`config.mk`:
```
export PLATFORM = sky130hd
export DESIGN_NAME = psat_front
export DESIGN_NICKNAME = d
export VERILOG_FILES = /design/src/psat_pkg.sv /design/src/psat_front.sv
export SDC_FILE = /design/constraint.sdc
export NUM_CORES = 1
export LEC_CHECK = 0
export BUFFER_PORTS_ARGS = -buffer_cell sky130_fd_sc_hd__buf_2
export CAP_MARGIN = 20
export CORE_AREA = 2 2 304 306
export CTS_CLUSTER_SIZE = 10
export DETAILED_ROUTE_END_ITERATION = 7
export DIE_AREA = 0 0 306 308
export GPL_TIMING_DRIVEN = 1
export PLACE_DENSITY = 0.71
export SLEW_MARGIN = 20
export SYNTH_ARGS = -nofsm -noshare
export SYNTH_HDL_FRONTEND = slang
export SYNTH_SLANG_ARGS = --single-unit
```
`constraint.sdc`:
```
create_clock -name clk -period 7.7 [get_ports clk]
set_input_delay 0.385 -clock clk [delete_from_list [all_inputs] [get_ports clk]]
set_output_delay 0.385 -clock clk [all_outputs]
set_load 0.005 [all_outputs]
```
`src/psat_pkg.sv`:
```
// psat_pkg: shared types, constants and codes for the polygon separating-axis block
// no dependencies
`default_nettype none
package psat_pkg;
    localparam int MAX_VERTS_DEF   = 8;
    localparam int COORD_WIDTH_DEF = 32;
    localparam int FRAC_BITS_DEF   = 16;

    // item kinds
    localparam logic [1:0] KIND_VERT_ONE = 2'd0;
    localparam logic [1:0] KIND_VERT_TWO = 2'd1;
    localparam logic [1:0] KIND_POS_ONE  = 2'd2;
    localparam logic [1:0] KIND_POS_TWO  = 2'd3;

    localparam logic STATUS_OK        = 1'b0;
    localparam logic STATUS_BAD_COUNT = 1'b1;

    localparam int UNIT_SHIFT = 14;

    // result beat
    typedef struct packed {
        logic               hit;
        logic signed [15:0] normal_x;
        logic signed [15:0] normal_y;
        logic        [30:0] depth;
        logic               status;
    } result_t;
endpackage
`default_nettype wire

```
`src/psat_front.sv`:
```
// psat_front: accepts input beats, stores vertices and positions, issues test commands
// depends on psat_pkg
`default_nettype none
module psat_front #(
    parameter int MAX_VERTS   = psat_pkg::MAX_VERTS_DEF,
    parameter int COORD_WIDTH = psat_pkg::COORD_WIDTH_DEF,
    parameter int CNT_W       = $clog2(MAX_VERTS + 2),
    parameter int IDX_W       = $clog2(MAX_VERTS)
) (
    input  wire                     clk,
    input  wire                     rst_n,
    input  wire                     push,
    output logic                    full,
    input  wire  [1:0]              kind,
    input  wire  signed [31:0]      coord_x,
    input  wire  signed [31:0]      coord_y,
    input  wire                     last,
    // test start handshake to the back part
    output logic                    start,
    input  wire                     busy,
    output logic [CNT_W-1:0]        cnt_one,
    output logic [CNT_W-1:0]        cnt_two,
    output logic signed [32:0]      pos_dx,
    output logic signed [32:0]      pos_dy,
    input  wire  [IDX_W-1:0]        rd_idx,
    output logic signed [31:0]      v1x,
    output logic signed [31:0]      v1y,
    output logic signed [31:0]      v2x,
    output logic signed [31:0]      v2y
);
    localparam int CWE = (COORD_WIDTH < 32) ? COORD_WIDTH : 32;

    logic signed [31:0] vx1_mem [MAX_VERTS];
    logic signed [31:0] vy1_mem [MAX_VERTS];
    logic signed [31:0] vx2_mem [MAX_VERTS];
    logic signed [31:0] vy2_mem [MAX_VERTS];
    logic [CNT_W-1:0]   cnt_one_reg, cnt_two_reg;
    logic signed [31:0] p1x_reg, p1y_reg, p2x_reg, p2y_reg;
    logic               pend_reg;
    logic signed [31:0] sx, sy;
    logic               acc;

    // sign extend from the configured coordinate width
    assign sx  = 32'(signed'(coord_x[CWE-1:0]));
    assign sy  = 32'(signed'(coord_y[CWE-1:0]));
    assign full = pend_reg | busy;
    assign acc  = push & ~full;
    assign start = pend_reg & ~busy;

    // vertex stores
    always_ff @(posedge clk)
    begin
        if (acc && kind == psat_pkg::KIND_VERT_ONE && cnt_one_reg < CNT_W'(MAX_VERTS))
        begin
            vx1_mem[cnt_one_reg[IDX_W-1:0]] <= sx;
            vy1_mem[cnt_one_reg[IDX_W-1:0]] <= sy;
        end
        if (acc && kind == psat_pkg::KIND_VERT_TWO && cnt_two_reg < CNT_W'(MAX_VERTS))
        begin
            vx2_mem[cnt_two_reg[IDX_W-1:0]] <= sx;
            vy2_mem[cnt_two_reg[IDX_W-1:0]] <= sy;
        end
    end

    // read port for the back part, one vertex of each body
    assign v1x = vx1_mem[rd_idx];
    assign v1y = vy1_mem[rd_idx];
    assign v2x = vx2_mem[rd_idx];
    assign v2y = vy2_mem[rd_idx];

    // counts, positions and the pending test flag
    always_ff @(posedge clk or negedge rst_n)
    begin
        if (!rst_n)
        begin
            cnt_one_reg <= '0;
            cnt_two_reg <= '0;
            p1x_reg <= '0; p1y_reg <= '0; p2x_reg <= '0; p2y_reg <= '0;
            pend_reg <= 1'b0;
        end
        else
        begin
            if (start)
            begin
                pend_reg <= 1'b0;
                cnt_one_reg <= '0;
                cnt_two_reg <= '0;
            end
            if (acc)
            begin
                case (kind)
                    psat_pkg::KIND_VERT_ONE:
                        cnt_one_reg <= (cnt_one_reg < CNT_W'(MAX_VERTS)) ?
                            cnt_one_reg + 1'b1 : CNT_W'(MAX_VERTS + 1);
                    psat_pkg::KIND_VERT_TWO:
                        cnt_two_reg <= (cnt_two_reg < CNT_W'(MAX_VERTS)) ?
                            cnt_two_reg + 1'b1 : CNT_W'(MAX_VERTS + 1);
                    psat_pkg::KIND_POS_ONE:
                    begin
                        p1x_reg <= sx; p1y_reg <= sy;
                    end
                    default:
                    begin
                        p2x_reg <= sx; p2y_reg <= sy;
                    end
                endcase
                pend_reg <= last;
            end
        end
    end

    assign cnt_one = cnt_one_reg;
    assign cnt_two = cnt_two_reg;
    assign pos_dx  = 33'(p2x_reg) - 33'(p1x_reg);
    assign pos_dy  = 33'(p2y_reg) - 33'(p1y_reg);
endmodule
`default_nettype wire

```
==> results of run 1 <==
repair_timing:
item / in CTS / in global routing
hold endpoints to repair: 74 / 0
gates resized for setup: 0 / 0
hold buffers: 3 / 0
synth_stat cells (3+ instances only):
master,number
a211oi_1,7
a21boi_1,3
a21o_1,30
a21oi_1,59
a22oi_1,3
a31oi_1,15
and2_1,4
and3_1,5
buf_1,9
buf_2,28
clkbuf_1,69
dfrtp_1,137
edfxtp_1,1024
ha_1,66
inv_1,83
mux2_2,194
mux2i_1,3
mux4_2,256
nand2_1,107
nand2b_1,18
nand3_1,15
nand4_1,5
nor2_1,46
nor2b_1,8
nor3_1,13
nor4_1,3
o2111ai_1,3
o211ai_1,9
o21a_1,11
o21ai_0,40
o21ai_1,55
o21bai_1,8
o31ai_1,6
or3_1,6
xnor2_1,44
xor2_1,14
per-stage QoR:
stage                 util  instance area [um2]  setup WS, ns  hold slack (ns)
finish              0.5912                53780         3.351          0.05546
global route        0.5912                53780         3.115          0.03828
CTS                 0.5908                53750         3.367          0.01039
detailed placement  0.5478                49840         3.948           0.4887
global placement    0.5477                49830         3.972           0.4773
floorplan                -                47010         1.290          0.08941
area by class of cell:
type                            instances  area share
Sequential cell                      1161      0.6355
Multi-Input combinational cell       1084      0.2267
Timing Repair Buffer                  310     0.03224
Clock inverter                         12    0.002815
Inverter                               83    0.005793
Tap cell                             1186     0.02759
Antenna cell                            1  0.00004653
Clock buffer                          206     0.06933
where the power goes:
part	switching [mW]	total (mW)	internal, mW
Combinational	1.61	2.82	1.21
Clock	2.34	5.69	3.35
Sequential	0.0991	7.16	7.07
Total	4.05	15.7	11.6
routing by layer:
metal,share of wire,GRT usage,up-vias,routed length (um)
li1,-,-,10432,-
met5,0.00010,0,-,11
met4,0.024,0.06931,2,2539
met1,0.41,0.3161,12858,43710
met2,0.50,0.3823,947,53720
met3,0.070,0.04130,160,7482
cells by family after synthesis:
| group | synth area share |
|---|---|
| AOI/OAI and AO/OA | 0.03481 |
| xor gates and xnor gates | 0.01081 |
| adders and majority gates | 0.01842 |
| buffers and inverters | 0.01608 |
| DFF | 0.7270 |
| muxes | 0.1697 |
| and+or+nand+nor | 0.02313 |
how the worst min path moves through the flow:
stage          cells past startpoint        start          end  slack [ns]
5_1_grt                            3  coord_y[21]  p1y_reg[21]        0.04
6_report                           3  coord_y[20]  p1y_reg[20]        0.06
4_1_cts                            3  coord_x[13]  p1x_reg[13]        0.01
3_3_place_gp                       1        rst_n  p2y_reg[16]        0.48
3_5_place_dp                       1        rst_n  p1y_reg[16]        0.49
2_1_floorplan                      0        rst_n   cnt_one[0]        0.09
cells in the final DEF (no fill, tap or decap), drive strengths merged, types with 9 or more instances in the layout:
cell type	Yosys	routed
a31oi	15	15
nor3	14	14
nand2b	18	18
nor2	46	46
o211ai	9	9
o21ai	95	95
ha	66	66
nand3	15	15
a21o	30	30
clkbuf	69	206
nand2	107	107
a21oi	60	60
o21a	11	11
mux4	256	256
mux2	194	194
buf	38	307
xor2	14	14
inv	83	89
edfxtp	1024	1024
dfrtp	137	137
xnor2	44	44
worst max-delay path, cell delays in order (launching register included):
cell and delay [ns]:
dfrtp_1 0.38, ha_1 0.24, fa_1 0.42, nor2b_1 0.19
o2111ai_1 0.16, a21boi_1 0.36, o21ai_1 0.27, o21ai_1 0.43
a31oi_1 0.27, o21ai_1 0.22, xor2_1 0.17, buf_2 0.13
==> metrics.txt, run 1 <==
synthesized area per cell=about 19 um2; GPL Wtd Cong=roughly 0.87; drt drc=0; clk slew on worst S/H paths=0.05 ns; P&R area growth vs syn=14.40%; Synth Flop Type=edfxtp_1; Worst Max-Slew Pin Slew=between 1 and 1.5 ns; clk sinks=1161; Min-Delay Path Class=in -> reg; post-synth cell types=60; Achievable Freq=around 230 MHz; grt total ovfl=0; largest net degree at the start of global routing=approximately 180; Rows=around 110; top cell type by total area after synthesis=edfxtp_1; TNS Setup=0 ns; kind of end point of the critical path=output pin; Worst Setup Start Kind=register; min cycle time layout=4.349 ns; Global Route Usage Sum=0.2308; number of global-route vias before repair=25141; TritonCTS clock tree=yes; worst r2r path cells=7; clk buf depth=3; CP Data Required Time=roughly 7.3 ns; first-pass GRT wire length=160300 um; placed wire-length estimate=61080 um; Post-Place Cells=around 3800; crit path to=pos_dy[26]; Pwr Density=between 200 and 300 nW/um2; share of layout cells above drive strength 1=0.3253; relative slew slack=0.2328; routed vias=24399; Pre-Repair DR Iteration Count=6; Vias per Instance=6.035; status=completed; setup repair bufs after CTS=0; final setup violation count=0; sequential area share after synthesis=0.7270; port bufs=277; sequential cell area=34180 um2; initial drt markers=2190; Die ar.=94250 um2; worst reg2reg path startpoint=pend_reg; Die Ht=between 300 and 400 um; Syn. warnings=0; WL per Instance=26.58 um; Yosys top cell area share=0.6541; WS Path Type=reg -> out; Pwr Total=15.67 mW; r2r setup slk=4.02 ns; H-tree depth=4; Die Wd=306 um; core area=90970 um2; Antenna Violating Nets Remaining=0; Static Leakage=18.60 nW; Starting Density=0.5168; crit path launch=p1y_reg[0]; Worst Skew=0.02214 ns; fill count=around 6400; Worst EP arrival=between 3 and 4 ns; RSZ-0062 raised after global routing=no; area occupied by multi-input gates=12190 um2; Routed WL=107500 um; cts bufs inserted=135; syn_nets=2577; Final Hold Viols=0; initial antenna violation count=5; nets=2917; Max Cap Violations=0; Final Max Tran Viols=0; clk_lat worst skew=0.72 ns; Max FO, Critical Path=4; Synth Register Bits=1161; # IOs=278; final std cells w/o fill=4043; Tcrit/Tclk final=0.5648; fraction of registers with async set/reset=0.1180; Post-synth EDFFs=1024; mapped cell area=47010 um2; Mapped Cells=approximately 2400; reg2reg end=vy2_mem[2][11]; Worst VDD drop=0.0002155 V; CTS Root Cell=clkbuf_16; top area cells in the synthesized netlist=edfxtp_1 (65%), mux4_2 (12%), dfrtp_1 (7.3%)
(Power assumes the default switching activity.)
==> inputs of run 2 (changes only) <==
Settings changed: ABC_AREA set to 1, CORE_AREA 2 2 304 306 to 2 2 313 315, DIE_AREA 0 0 306 308 to 0 0 315 317, PLACE_DENSITY 0.71 to 0.74.
Clock period 7.7 ns to 3.55 ns, I/O delays scaled along.
==> run 2 against run 1 <==
Cell area up 6.5%. Clock skew down 0.0043 ns. Sequential cell count unchanged. Via count up 43%. Combinational power up 140%. Critical path type unchanged.
==> metrics.txt, run 2 <==
Final Hold Viols=0 (unchanged); mapped cell area=49900 um2 (was 47010 um2); Synth Area in Compound Gates=0.08938 (was 0.03481); Pwr Density=600.1 nW/um2 (was 291.3 nW/um2); status=completed (unchanged); nets=5021 (was 2917); Worst EP arrival=2.92 ns (was 3.96 ns); most common cell after layout, fill and taps aside=nand2_1 (was edfxtp_1); Yosys top cell area share=0.6162 (was 0.6541); worst r2r path cells=8 (was 7); P&R area growth vs syn=14.75% (was 14.40%); TritonCTS clock tree=yes (unchanged); Die Wd=315 um (was 306 um); first-pass GRT wire length=192200 um (was 160300 um); Starting Density=0.5183 (was 0.5168); Internal=24.74 mW (was 11.62 mW); CP most frequent cell=nand2_1 (was o21ai_1); Worst Max-Slew Pin Slew=0.8262 ns (was 1.151 ns); pre-CTS setup slack=0.8219 ns (was 3.948 ns); WL per Instance=20.58 um (was 26.58 um); Worst Skew=0.01787 ns (was 0.02214 ns); post-synthesis xor/xnor area fraction=0.005616 (was 0.01081); post-synth cell types=27 (was 60); kind of end point of the critical path=output pin (unchanged); post-synthesis simple-gate area fraction=0.1512 (was 0.02313); clk sinks=1161 (unchanged); initial drt markers=3591 (was 2190); Max Cap Violations=0 (unchanged); Synth Register Bits=1161 (unchanged); sequential cell area=34180 um2 (unchanged); Post-synth EDFFs=1024 (unchanged); Die Ht=317 um (was 308 um); top cells by count, synth=nand2_1 (1040), edfxtp_1 (1024), nor2_1 (867), inv_1 (394), o21ai_0 (390) (was edfxtp_1 (1024), mux4_2 (256), mux2_2 (194), dfrtp_1 (137), nand2_1 (107)); clk_lat worst skew=0.72 ns (about the same); cts bufs inserted=135 (unchanged); Pwr Total=34.36 mW (was 15.67 mW); Final Max Tran Viols=0 (unchanged); Pre-Repair DR Iteration Count=6 (unchanged); Static Leakage=22.80 nW (was 18.60 nW); Crit path max-delay family=simple AND/OR/NAND/NOR gates (was compound AO/OA/AOI/OAI gates); largest family of logic cells by synthesized area=simple AND/OR/NAND/NOR gates (was multiplexers); largest net degree at the start of global routing=148 (was 181); sequential share of power=0.453 (was 0.457); Global Route Usage Sum=0.2526 (was 0.2308); Routed WL=127400 um (was 107500 um); Crit path depth=14 (was 11); grt total ovfl=0 (unchanged); post-synthesis adder-cell area fraction=0.01735 (was 0.01842); share of layout cells above drive strength 1=0.1048 (was 0.3253); min cycle time layout=~3.1 ns; sequential area share after synthesis=0.6849 (was 0.7270); Achievable Freq=between 300 and 400 MHz; area occupied by multi-input gates=13310 um2 (was 12190 um2); relative slew slack=0.4492 (was 0.2328); Mapped Cells=4559 (was 2435); drt drc=0 (unchanged); port bufs=277 (unchanged); clock group share of total power=0.353 (was 0.363); # IOs=278 (unchanged); most frequent cell after synthesis=nand2_1 (was edfxtp_1); Worst VDD drop=0.0004684 V (was 0.0002155 V); Synth Flop Type=edfxtp_1 (unchanged); Buf/Inv on CP=2 (was 1); top area cells in the synthesized netlist=edfxtp_1 (62%), nand2_1 (7.8%), dfrtp_1 (6.9%) (was edfxtp_1 (65%), mux4_2 (12%), dfrtp_1 (7.3%)); RSZ-0062 raised after global routing=no (unchanged); final setup violation count=0 (unchanged); CP Data Required Time=3.37 ns (was 7.32 ns); CTS Root Cell=clkbuf_16 (unchanged); core area=96280 um2 (was 90970 um2); Rows=114 (was 111); final worst slack=0.4486 ns (was 3.351 ns); initial antenna violation count=8 (was 5); H-tree depth=4 (unchanged); slowest stage cell, crit path=fa_1 (was o21ai_1); Net Sw Frac=0.2800 (was 0.2585); GPL Wtd Cong=0.8986 (was 0.8738); number of global-route vias before repair=33365 (was 25141); clk buf depth=3 (unchanged); clk slew on worst S/H paths=0.06 ns (was 0.05 ns); placed wire-length estimate=77960 um (was 61080 um); Sw Pwr=9.620 mW (was 4.051 mW); Vias per Instance=5.621 (was 6.035); Syn. warnings=0 (unchanged); fill count=7539 (was 6430); CP peak stage delay=0.42 ns (was 0.43 ns); top cell type by total area after synthesis=edfxtp_1 (unchanged); mux contribution to synthesized area=0 (was 0.1697); combinational share of power=0.194 (was 0.180); Max FO, Critical Path=3 (was 4); Worst Setup Start Kind=register (unchanged); Antenna Violating Nets Remaining=0 (unchanged); synthesized area per cell=10.95 um2 (was 19.31 um2); post-cts resize count=0 (unchanged); syn_nets=4701 (was 2577); Die ar.=99860 um2 (was 94250 um2); Tcrit/Tclk final=0.8736; fraction of registers with async set/reset=0.1180 (unchanged); Critical Path, Cell by Cell=ha_1, fa_1, inv_1, nand2_1, nand2_1, nand3_1, nand2_1, nand2_1, nand2_1, nand2_1, nand2_1, nand2_1, nand2_1, buf_2 (was ha_1, fa_1, nor2b_1, o2111ai_1, a21boi_1, o21ai_1, o21ai_1, a31oi_1, o21ai_1, xor2_1, buf_2); WS Path Type=reg -> out (unchanged); most frequent cells in the layout=nand2_1 (1039), edfxtp_1 (1024), nor2_1 (857) (was edfxtp_1 (1024), buf_2 (273), mux4_2 (256)); routed vias=34809 (was 24399); Min-Delay Path Class=in -> async (was in -> reg)
[run 2: changes by cell type after synthesis, sizes merged, moves of 68 or more]
cell,before,now
o32ai,0,256
nand2,107,1040
o21ai,95,390
mux4,256,0
mux2,194,0
nor2,46,867
inv,83,395
clkbuf,69,137
[run 2: path summary, 6_finish.rpt]
path | from | endpoint | slack, ns
setup / recovery | p1x_reg[0] | pos_dx[24] | 0.45
hold / removal | rst_n | p1y_reg[17] | 0.02
setup reg to reg | pend_reg | vx2_mem[2][24] | 0.82
hold reg to reg | p1x_reg[26] | p1x_reg[26] | 0.48
max in group asynchronous | rst_n | p1x_reg[18] | 2.52
min in group clk | kind[1] | cnt_two[0] | 0.05
[run 2: what timing repair did]
item | CTS | global route
endpoints found under the setup margin | 0 | 0
setup buffers | 0 | 0
hold buffers | 70 | 0
hold endpoints to repair | 1197 | 0
[run 2: power by group through the flow]
| stage | clock network [mW] | registers (mW) | logic (mW) |
|---|---|---|---|
| after floorplan | 0 | 15.7 | 4.08 |
| after CTS | 12.3 | 15.6 | 6.69 |
| after detailed placement | 0 | 15.8 | 6.58 |
| final | 12.1 | 15.6 | 6.66 |
| after global placement | 0 | 15.8 | 6.50 |
| after global routing | 12.8 | 15.6 | 7.50 |
[run 2: cells by family after synthesis]
logic type,Yosys count
DFF,1161
xor gates and xnor gates,32
AOI/OAI and AO/OA,695
and+or+nand+nor,1980
buffers and inverters,623
adders and majority gates,68
[run 2: through the flow]
step	TNS, ns	area, um2	hold WS, ns	utilization	cells
2_1_floorplan	-417.53	49950	-0.1181	-	4559
3_3_place_gp	0	52830	0.2542	0.5487	5948
3_5_place_dp	0	52830	0.2664	0.5487	5948
4_1_cts	0	57260	0.01148	0.5947	6191
5_1_grt	0	57260	0.06947	0.5947	6191
6_report	0	57260	0.02151	0.5948	6193
[run 2: cell type report]
type,count,share of cell area
Sequential cell,1161,0.5968
Multi-Input combinational cell,2775,0.2325
Clock buffer,159,0.06205
Timing Repair Buffer,411,0.05152
Tap cell,1276,0.02788
Inverter,395,0.02611
Clock inverter,14,0.003037
Antenna cell,2,0.00008740
[run 2: worst reg2reg max path: stages (launching register included)]
cell and delay [ns]:
dfrtp_1 0.40, nor2_1 0.15, nand2_1 0.09, nor2_1 0.42, inv_1 0.11, nor2_1 0.21, nand2_1 0.28, nor3_4 0.25
buf_4 0.44
[run 2: metal layers]
layer  GRT usage  share of wire  up-vias
li1            -              -    16200
met1      0.3541           0.42    16960
met5           0        0.00021        -
met3     0.04911          0.085      203
met2      0.4022           0.47     1442
met4     0.07792          0.025        4
